===== config.mk =====
export PLATFORM = sky130hd
export DESIGN_NAME = text_console_cursor_writer_top
export DESIGN_NICKNAME = d
export VERILOG_FILES = /design/src/hw/rtl/tccw_pkg.sv /design/src/hw/rtl/text_console_cursor_writer_top.sv
export SDC_FILE = /design/constraint.sdc
export NUM_CORES = 1
export LEC_CHECK = 0
export ABC_CLOCK_PERIOD_IN_PS = 8950
export BUFFER_PORTS_ARGS = -buffer_cell sky130_fd_sc_hd__buf_4
export CORE_MARGIN = 3
export CORE_UTILIZATION = 46
export DETAILED_ROUTE_END_ITERATION = 12
export PLACE_DENSITY = 0.66
export SLEW_MARGIN = 20
export SYNTH_ARGS = -nofsm -noshare
export SYNTH_HDL_FRONTEND = slang
export SYNTH_SLANG_ARGS = --single-unit

===== constraint.sdc =====
create_clock -name clock -period 8.95 [get_ports clock]
set_clock_uncertainty 0.15 [all_clocks]
set_input_delay 0 -clock clock [delete_from_list [all_inputs] [get_ports clock]]
set_output_delay 0 -clock clock [all_outputs]
set_load 0.03 [all_outputs]

===== src/hw/rtl/tccw_pkg.sv =====
// Shared widths, screen geometry and action codes for the text console cursor writer.
package tccw_pkg;

   // Screen geometry.
   localparam int unsigned COLUMNS = 80;
   localparam int unsigned ROWS    = 25;

   // Field widths.
   localparam int unsigned ACTION_W = 2;
   localparam int unsigned CHAR_W   = 8;
   localparam int unsigned COL_W    = 7;
   localparam int unsigned ROW_W    = 5;
   localparam int unsigned IDX_W    = 11;

   // Packed word widths, rounded up to whole bytes.
   localparam int unsigned REQ_FIELDS_W = CHAR_W + COL_W + ROW_W;
   localparam int unsigned REQ_DATA_W   = ((REQ_FIELDS_W + 7) / 8) * 8;
   localparam int unsigned RSP_FIELDS_W = 1 + IDX_W + CHAR_W + 1 + IDX_W;
   localparam int unsigned RSP_DATA_W   = ((RSP_FIELDS_W + 7) / 8) * 8;

   // Action codes carried in the request tuser.
   localparam logic [ACTION_W-1:0] ACT_PUT_CHAR   = 2'd0;
   localparam logic [ACTION_W-1:0] ACT_SET_CURSOR = 2'd1;
   localparam logic [ACTION_W-1:0] ACT_CLEAR      = 2'd2;

   // Character that moves the cursor to the start of the next row.
   localparam logic [CHAR_W-1:0] NEWLINE_CODE = 8'h0A;

   // Last legal cursor coordinates.
   localparam logic [COL_W-1:0] LAST_COLUMN = COL_W'(COLUMNS - 1);
   localparam logic [ROW_W-1:0] LAST_ROW    = ROW_W'(ROWS - 1);

   // Number of cells on the screen.
   localparam logic [IDX_W-1:0] CELL_COUNT = IDX_W'(COLUMNS * ROWS);

endpackage


===== src/hw/rtl/text_console_cursor_writer_top.sv =====
// Text console cursor writer: turns console actions into screen-cell writes and cursor updates.
//
// The block takes one request word per action on the req_ channel and returns exactly one
// response word on the rsp_ channel for each. A request's tuser carries the action (put
// character, set cursor, clear screen); its tdata carries the character and the new cursor
// coordinates. A response tells the screen memory whether to write a character byte into a
// cell (keeping that cell's attribute), whether to clear the whole screen after that write,
// and the new linear cursor position (row times 80 plus column).
//
// A request word is captured in an input register; whenever the response register is empty
// or being emptied, the cursor logic takes the word from there, updates the column and row
// registers and loads the response register. The cursor update is one small add and compare,
// so one word is taken every cycle for as long as the receiver keeps up.
// When the receiver stalls, the response register holds its word and the input register
// keeps one more; req_tready falls only once both are full, and rises again in the same
// cycle that the response is taken.
//
// Synchronous reset empties both registers and puts the cursor at column 0, row 0.
module text_console_cursor_writer_top (
   input  logic                              clock,
   input  logic                              reset,
   // Request channel.
   input  logic                              req_tvalid,
   output logic                              req_tready,
   // tdata: char_code [7:0], new_column [14:8], new_row [19:15], zero fill [23:20].
   input  logic [tccw_pkg::REQ_DATA_W-1:0]   req_tdata,
   // tuser: action [1:0].
   input  logic [tccw_pkg::ACTION_W-1:0]     req_tuser,
   // Response channel.
   output logic                              rsp_tvalid,
   input  logic                              rsp_tready,
   // tdata: cell_write [0], cell_index [11:1], cell_char [19:12], clear_request [20],
   //        cursor_position [31:21].
   output logic [tccw_pkg::RSP_DATA_W-1:0]   rsp_tdata
);

   localparam int unsigned COL_W  = tccw_pkg::COL_W;
   localparam int unsigned ROW_W  = tccw_pkg::ROW_W;
   localparam int unsigned IDX_W  = tccw_pkg::IDX_W;
   localparam int unsigned CHAR_W = tccw_pkg::CHAR_W;

   // Linear cell index of a cursor position.
   function automatic logic [IDX_W-1:0] linear_pos(input logic [ROW_W-1:0] r,
                                                   input logic [COL_W-1:0] c);
      logic [IDX_W-1:0] product;
      product = IDX_W'(r) * IDX_W'(tccw_pkg::COLUMNS);
      return product + IDX_W'(c);
   endfunction

   // Input register.
   logic                           in_valid_ff,  in_valid_in;
   logic [tccw_pkg::ACTION_W-1:0]  in_action_ff;
   logic [CHAR_W-1:0]              in_char_ff;
   logic [COL_W-1:0]               in_col_ff;
   logic [ROW_W-1:0]               in_row_ff;

   // Cursor state.
   logic [COL_W-1:0]               column_ff, column_in;
   logic [ROW_W-1:0]               row_ff,    row_in;

   // Response register.
   logic                           out_valid_ff, out_valid_in;
   logic                           out_write_ff, out_write_in;
   logic [IDX_W-1:0]               out_index_ff, out_index_in;
   logic [CHAR_W-1:0]              out_char_ff,  out_char_in;
   logic                           out_clear_ff, out_clear_in;
   logic [IDX_W-1:0]               out_cursor_ff, out_cursor_in;

   logic                           req_fire;
   logic                           advance;
   logic [COL_W:0]                 col_step;
   logic [ROW_W:0]                 row_step;

   // The input word moves on whenever the response register is empty or being emptied.
   assign advance     = in_valid_ff && (!out_valid_ff || rsp_tready);
   assign req_tready  = !in_valid_ff || advance;
   assign req_fire    = req_tvalid && req_tready;
   assign in_valid_in = req_fire || (in_valid_ff && !advance);
   assign out_valid_in = advance || (out_valid_ff && !rsp_tready);

   // Cursor logic for the word in the input register.
   always_comb begin
      column_in    = column_ff;
      row_in       = row_ff;
      out_write_in = 1'b0;
      out_index_in = '0;
      out_char_in  = '0;
      out_clear_in = 1'b0;
      col_step     = {1'b0, column_ff};
      row_step     = {1'b0, row_ff};
      case (in_action_ff)
         tccw_pkg::ACT_PUT_CHAR: begin
            if (in_char_ff == tccw_pkg::NEWLINE_CODE) begin
               col_step = '0;
               row_step = {1'b0, row_ff} + (ROW_W+1)'(1);
            end else begin
               out_write_in = 1'b1;
               out_index_in = linear_pos(row_ff, column_ff);
               out_char_in  = in_char_ff;
               col_step     = {1'b0, column_ff} + (COL_W+1)'(1);
            end
            // Wrap to the start of the next row at the right edge.
            if (col_step >= (COL_W+1)'(tccw_pkg::COLUMNS)) begin
               col_step = '0;
               row_step = row_step + (ROW_W+1)'(1);
            end
            // Running off the bottom clears the screen and homes the cursor.
            if (row_step >= (ROW_W+1)'(tccw_pkg::ROWS)) begin
               out_clear_in = 1'b1;
               col_step     = '0;
               row_step     = '0;
            end
            column_in = col_step[COL_W-1:0];
            row_in    = row_step[ROW_W-1:0];
         end
         tccw_pkg::ACT_SET_CURSOR: begin
            // Coordinates beyond the screen saturate at its last column and row.
            column_in = (in_col_ff > tccw_pkg::LAST_COLUMN) ? tccw_pkg::LAST_COLUMN : in_col_ff;
            row_in    = (in_row_ff > tccw_pkg::LAST_ROW)    ? tccw_pkg::LAST_ROW    : in_row_ff;
         end
         tccw_pkg::ACT_CLEAR: begin
            out_clear_in = 1'b1;
            column_in    = '0;
            row_in       = '0;
         end
         default: begin
            // Unused action code: nothing changes, the cursor is reported as it is.
         end
      endcase
      out_cursor_in = linear_pos(row_in, column_in);
   end

   // Control state.
   always_ff @(posedge clock) begin
      if (reset) begin
         in_valid_ff  <= 1'b0;
         out_valid_ff <= 1'b0;
         column_ff    <= '0;
         row_ff       <= '0;
      end else begin
         in_valid_ff  <= in_valid_in;
         out_valid_ff <= out_valid_in;
         if (advance) begin
            column_ff <= column_in;
            row_ff    <= row_in;
         end
      end
   end

   // Payload registers.
   always_ff @(posedge clock) begin
      if (req_fire) begin
         in_action_ff <= req_tuser;
         in_char_ff   <= req_tdata[7:0];
         in_col_ff    <= req_tdata[14:8];
         in_row_ff    <= req_tdata[19:15];
      end
      if (advance) begin
         out_write_ff  <= out_write_in;
         out_index_ff  <= out_index_in;
         out_char_ff   <= out_char_in;
         out_clear_ff  <= out_clear_in;
         out_cursor_ff <= out_cursor_in;
      end
   end

   assign rsp_tvalid = out_valid_ff;
   assign rsp_tdata  = tccw_pkg::RSP_DATA_W'({out_cursor_ff, out_clear_ff, out_char_ff,
                                               out_index_ff, out_write_ff});

`ifndef SYNTHESIS
   // The cursor never leaves the screen.
   assert property (@(posedge clock) disable iff (reset)
      (column_ff <= tccw_pkg::LAST_COLUMN) && (row_ff <= tccw_pkg::LAST_ROW))
      else $error("cursor state left the screen");

   // A reported cursor position is always a cell of the screen.
   assert property (@(posedge clock) disable iff (reset)
      rsp_tvalid |-> (out_cursor_ff < tccw_pkg::CELL_COUNT))
      else $error("cursor position beyond the last cell");

   // A clear always homes the cursor.
   assert property (@(posedge clock) disable iff (reset)
      (rsp_tvalid && out_clear_ff) |-> (out_cursor_ff == '0))
      else $error("clear request without the cursor at home");

   // The cursor only moves when a word passes from the input to the response register.
   assert property (@(posedge clock) disable iff (reset)
      !$past(advance) |-> ($stable(column_ff) && $stable(row_ff)))
      else $error("cursor moved without a word being processed");
`endif

endmodule


# Word level (Yosys, flattened, before mapping)
# Index checks and enable logic that the tools add are counted.
[word_totals] elab_cells=58 out_inout_bits=34 register_bits=68 input_bits=30
[op_classes] n_eq_ne=3 n_reduce_logical=14 n_mul=2 n_bitwise=1 add_sub_neg=5 n_mux=16 magnitude_cmp=4
[op_table] op="$mux W6" n=4
[op_table] op="$add A11 B7 Y11" n=2
[op_table] op="$mux W7" n=3
[op_table] op="$pmux W7 S3" n=1
[op_table] op="$mux W8" n=2
[op_table] op="$pmux W5 S3" n=1
[op_table] op="$mul A5 B3 Y7 const B" n=2
[op_table] op="$mux W5" n=2
[op_table] op="$add A7 B1 Y8 const B" n=1
[op_table] op="$eq A8 B4 Y1 const B" n=1
[op_table] op="$ge A8 B7 Y1 const B" n=1
[op_table] op="$gt A7 B7 Y1 const B" n=1
[op_table] op="$add A5 B1 Y6 const B" n=1
[op_table] op="$add A6 B1 Y6 const B" n=1
[op_table] op="$ge A6 B5 Y1 const B" n=1
[op_table] op="$gt A5 B5 Y1 const B" n=1
[op_table] op="$logic_and A1 B1 Y1" n=4
[op_table] op="$logic_not A1 Y1" n=4
[op_table] op="$logic_or A1 B1 Y1" n=4
[op_table] op="$eq A2 B1 Y1 const B" n=1
[op_table] op="$eq A2 B2 Y1 const B" n=1
[op_table] op="$logic_not A2 Y1" n=1
[op_table] op="$mux W1" n=2
[op_table] op="$pmux W1 S2" n=1
[op_table] op="other kinds (2)" n=2

# Logic depth before layout (Yosys ltp)
[logic_depth] ltp_word=11 mapped_depth=21 mapped_depth_nobuf=21

# Worst setup path before layout
# No wires, ideal clock.
[synth_path] path_kind="register to register" from="register in_char_ff[5]" to="register out_cursor_ff[10], data pin" setup_time_ns=0.269 setup_slack_ns=4.127 arrival_ns=4.404 stages_incl_launch_ff=19 path_cell_list="edfxtp_1 -> or4_4 -> nor2_8 -> xnor2_1 -> ha_1 -> and3_1 -> o211ai_2 -> xor2_1 -> o21a_4 -> or3_4 -> a31oi_1 -> ha_1 -> ha_1 -> inv_1 -> fa_1 -> or2_2 -> a211oi_1 -> nor2_1 -> xnor2_1"
[synth_via] elab_chain_len=11
[synth_lines] item="from (decl)" line_no="text_console_cursor_writer_top.sv:53" text="logic [CHAR_W-1:0] in_char_ff;"
[synth_lines] item="from (signal assigned)" line_no="text_console_cursor_writer_top.sv:154" text="in_char_ff <= req_tdata[7:0];"
[synth_lines] item="$eq A8 B4 Y1 (*)" line_no="text_console_cursor_writer_top.sv:93" text="if (in_char_ff == tccw_pkg::NEWLINE_CODE) begin"
[synth_lines] item="$mux W8 / $mux W6 (equally long branches)" line_no="text_console_cursor_writer_top.sv:93"
[synth_lines] item="$mux W8 / $mux W6 (equally long branches)" line_no="text_console_cursor_writer_top.sv:91" text="case (in_action_ff)"
[synth_lines] item="$ge A8 B7 Y1 / $add A6 B1 Y6 (equally long branches)" line_no="text_console_cursor_writer_top.sv:103, text_console_cursor_writer_top.sv:105"
[synth_lines] item="$mux W6 (*)" line_no="text_console_cursor_writer_top.sv:103" text="if (col_step >= (COL_W+1)'(tccw_pkg::COLUMNS)) begin"
[synth_lines] item="$mux W6 (*)" line_no="text_console_cursor_writer_top.sv:91"
[synth_lines] item="$ge A6 B5 Y1" line_no="text_console_cursor_writer_top.sv:108" text="if (row_step >= (ROW_W+1)'(tccw_pkg::ROWS)) begin"
[synth_lines] item="$mux W5 (*)" line_no="text_console_cursor_writer_top.sv:108"
[synth_lines] item="$pmux W5 S3 (*)" line_no="text_console_cursor_writer_top.sv:91"
[synth_lines] item="net row_in[1]" line_no="text_console_cursor_writer_top.sv:59" text="logic [ROW_W-1:0] row_ff, row_in;"
[synth_lines] item="$mul A5 B3 Y7 (*)" line_no="text_console_cursor_writer_top.sv:46" text="product = IDX_W'(r) * IDX_W'(tccw_pkg::COLUMNS);"
[synth_lines] item="$add A11 B7 Y11 (*)" line_no="text_console_cursor_writer_top.sv:47" text="return product + IDX_W'(c);"
[synth_lines] item="net out_cursor_in[10]" line_no="text_console_cursor_writer_top.sv:67" text="logic [IDX_W-1:0] out_cursor_ff, out_cursor_in;"
[synth_lines] item="to (signal assigned)" line_no="text_console_cursor_writer_top.sv:163" text="out_cursor_ff <= out_cursor_in;"
[synth_lines] item="to (decl)" line_no="text_console_cursor_writer_top.sv:67"
# The timed path passes the listed nets; every way through them passes the cells marked *. The select of a mux whose other input is x is not followed.
# A chain may end at the register's enable or synchronous reset.

# Worst setup path in the final report
# Same ends and word-level chain as after synthesis.

==> impl_metrics.toml <==
[outcome]
status = "complete, no violations"

[timing]
worstMarginPinSlew_ns = 0.960
setup_tns_ns = 0
hold_ws_ns = 0.215
relSlewSlack = 0.360
period_needed_ns = 5.22
layout_worst_path_cycle_share = 0.583
max_freq_mhz = 192
setup_viol_count_final = 0
drv_slew = 0
rsz0062_at_grt = "no"
fin_ws_ns = 3.73
finalHoldViolations = 0

[cts]
cts_tree = "yes"
cts.htree.levels = 3
clock_sinks = 68
clk_pin_slew_ns = 0.08
cts.repair.resized = 0
post_cts_buffers = 0
cts_root_buffer = "clkbuf_8"
cts_buffer_depth = 2
numCtsBuffers = 9
clk_latency_ns = 0.35

[worst_setup_path]
reg2reg_depth = 19
cp_max_fo = 9
path_class = "register to register"
cp-end-kind = "register"
critPathLaunchType = "register"
cp_data_required_time_ns = 8.88
arrival_ns = 5.15

[die]
start_util = 0.481
core_area_um2 = 7890
die_h_um = 96.9
fp.dieW_um = 96.9
dieArea_um2 = 9380
num_rows = 32
ios = 64

[place]
gp_congestion = 0.895
place_ws_ns = 3.76
dp.cells = 488
dp_hpwl_mm = 5.65
port_buffers = 59

[route]
viasPerCell = 5.30
routed_wl_mm = 8.08
vias = 2815
drt.antenna.violating_nets = 0
firstDrtPassIters = 4
post-route-drc-count = 0
drt-wirelength-per-cell_um = 15.2
drt_iter0_markers = 115

[grt]
antenna_found_initial = 0
grt_use_total = 0.181
grt_pass1_vias = 2865
grt_start_max_net_pins = 41
grt_pass1_wl_mm = 13.6
grt.overflow.total = 0

[yosys]
synth_warnings = 0
synth-seq-area-share = 0.501
ys_ff_latch = 68
synth_fp_nets = 392
synthArstFlopShare = 0
netlist.area_leader.share = 0.427
synth-edff-count = 54
synth_area_leader_cell = "edfxtp_1"
synth_cell_types = 63
avgSynthCellArea_um2 = 11.3
ys.flop_type = "edfxtp_1"
syn_inst = 337
syn_area_um2 = 3800
netlist_top_cells_area = "edfxtp_1 43%, dfxtp_1 7.4%, ha_1 6.9%, xnor2_1 3.9%, nor2_1 2.9%"

[pwr]
peakVddDrop_mv = 0.120
powerDensity_nw_per_um2 = 164
leakagePower_uw = 0.00194

[min_path]
min_path_type = "input pin to register"
hold_depth = 2

[cells_and_area]
fin_cells = 531
nFillCells = 646
num_antenna_cells = 0
syn_to_final_growth_pct = 26.7
drive_gt1_frac = 0.226
fin_nets = 479

[job]
drv_cap = 0
metrics by stage:
stage,util,cell area (um^2),total power (uW)
finish,0.610,4810,790
global placement,0.548,4320,510
global route,0.610,4810,828
floorplan,-,3800,472
detailed placement,0.548,4320,513
CTS,0.610,4810,796
registers in the layout, summed over array words and instances (netlist names):
name           count
in_valid_ff        1
out_index_ff      11
out_char_ff        8
in_row_ff          5
row_ff             5
rsp_tvalid         1
in_char_ff         8
in_col_ff          7
column_ff          7
out_write_ff       1
in_action_ff       2
out_cursor_ff     11
out_clear_ff       1
report_power, final:
| part | internal, uW | total [uW] | switching (uW) | leakage, uW |
|---|---|---|---|---|
| Sequential | 364 | 380 | 15.9 | 0.000632 |
| Clock | 155 | 275 | 120 | 0.000101 |
| Combinational | 60.2 | 135 | 74.9 | 0.00120 |
| Total | 580 | 790 | 211 | 0.00194 |
metal layers:
layer | wire length, um | share of wire | up-vias | global-route usage
met5 | 0 | 0 | - | 0
met4 | 115 | 0.014 | 0 | 0.0691
met3 | 378 | 0.047 | 12 | 0.0324
met2 | 4040 | 0.50 | 77 | 0.313
li1 | - | - | 1409 | -
met1 | 3550 | 0.44 | 1317 | 0.223
critical path, stage by stage (launching register included):
cell and delay, ns:
edfxtp_1 0.41, or4_4 0.60, nor2_8 0.19, nand2_1 0.07
o21ai_0 0.14, ha_1 0.27, and3_1 0.18, o211ai_2 0.11
xor2_1 0.27, o21a_4 0.20, or3_4 0.39, a31oi_1 0.26
ha_1 0.28, ha_1 0.22, inv_1 0.07, fa_1 0.44
or2_2 0.33, a211oi_1 0.18, nor2_1 0.09, xnor2_1 0.12
area by class of cell:
| cell class | count | area [um^2] | area share |
|---|---|---|---|
| clock buffers | 9 | 124 | 0.0258 |
| clock inverters | 7 | 91.3 | 0.0190 |
| inverters | 21 | 78.8 | 0.0164 |
| multi-input cells | 237 | 1770 | 0.367 |
| flip-flops and latches | 68 | 1900 | 0.395 |
| well taps | 102 | 128 | 0.0265 |
| repair buffers | 87 | 721 | 0.150 |
logic make-up after synthesis:
kind of cell | after synthesis | share of synthesized area
mux | 2 | 0.00560
xor+xnor | 23 | 0.0530
compound gates | 74 | 0.150
simple gates | 113 | 0.166
flops | 68 | 0.501
fa+ha+maj | 25 | 0.0903
buf+inv | 32 | 0.0343
path summary, 6_finish.rpt:
| path | start | end | slack (ns) |
|---|---|---|---|
| worst max-delay path | in_char_ff[5]$_DFFE_PP_ | out_cursor_ff[10]$_DFFE_PP_ | 3.73 |
| worst min-delay path | req_tdata[14] | in_col_ff[6]$_DFFE_PP_ | 0.22 |
| worst max register to register | in_char_ff[5]$_DFFE_PP_ | out_cursor_ff[10]$_DFFE_PP_ | 3.73 |
| worst min register to register | in_valid_ff$_SDFF_PP0_ | rsp_tvalid$_SDFF_PP0_ | 0.42 |
cells in the mapped netlist (all sizes together) (7+ instances only):
| library cell | n |
|---|---|
| and3 | 9 |
| nor2 | 30 |
| a31oi | 9 |
| xnor2 | 17 |
| nand2 | 26 |
| inv | 21 |
| and2 | 10 |
| o21ai | 17 |
| clkbuf | 7 |
| dfxtp | 14 |
| edfxtp | 54 |
| a21oi | 14 |
| ha | 21 |
placed cells by master, fill, tap and decap left out, types with 3 or more instances in the layout:
master / count
fa_1: 4
a31oi_1: 9
edfxtp_1: 54
nor3_1: 5
xor2_1: 6
and2_1: 10
a211oi_1: 3
a21oi_1: 13
nor2_1: 29
nand2_1: 26
o21ai_0: 14
nor2b_1: 6
a311oi_2: 4
o21ai_1: 3
buf_4: 60
nand3_1: 5
xnor2_1: 17
o21a_1: 3
ha_1: 21
dfxtp_1: 14
inv_1: 21
nand4_1: 3
dlygate4sd3_1: 27
a21o_1: 4
and3_1: 9
clkbuf_8: 9
what timing repair did:
action	4_1_cts	5_1_grt
hold buffers	27	0
endpoints found under the setup margin	0	0
endpoints found under the hold margin	33	0
Note: power is estimated with default switching activity, not from simulation.
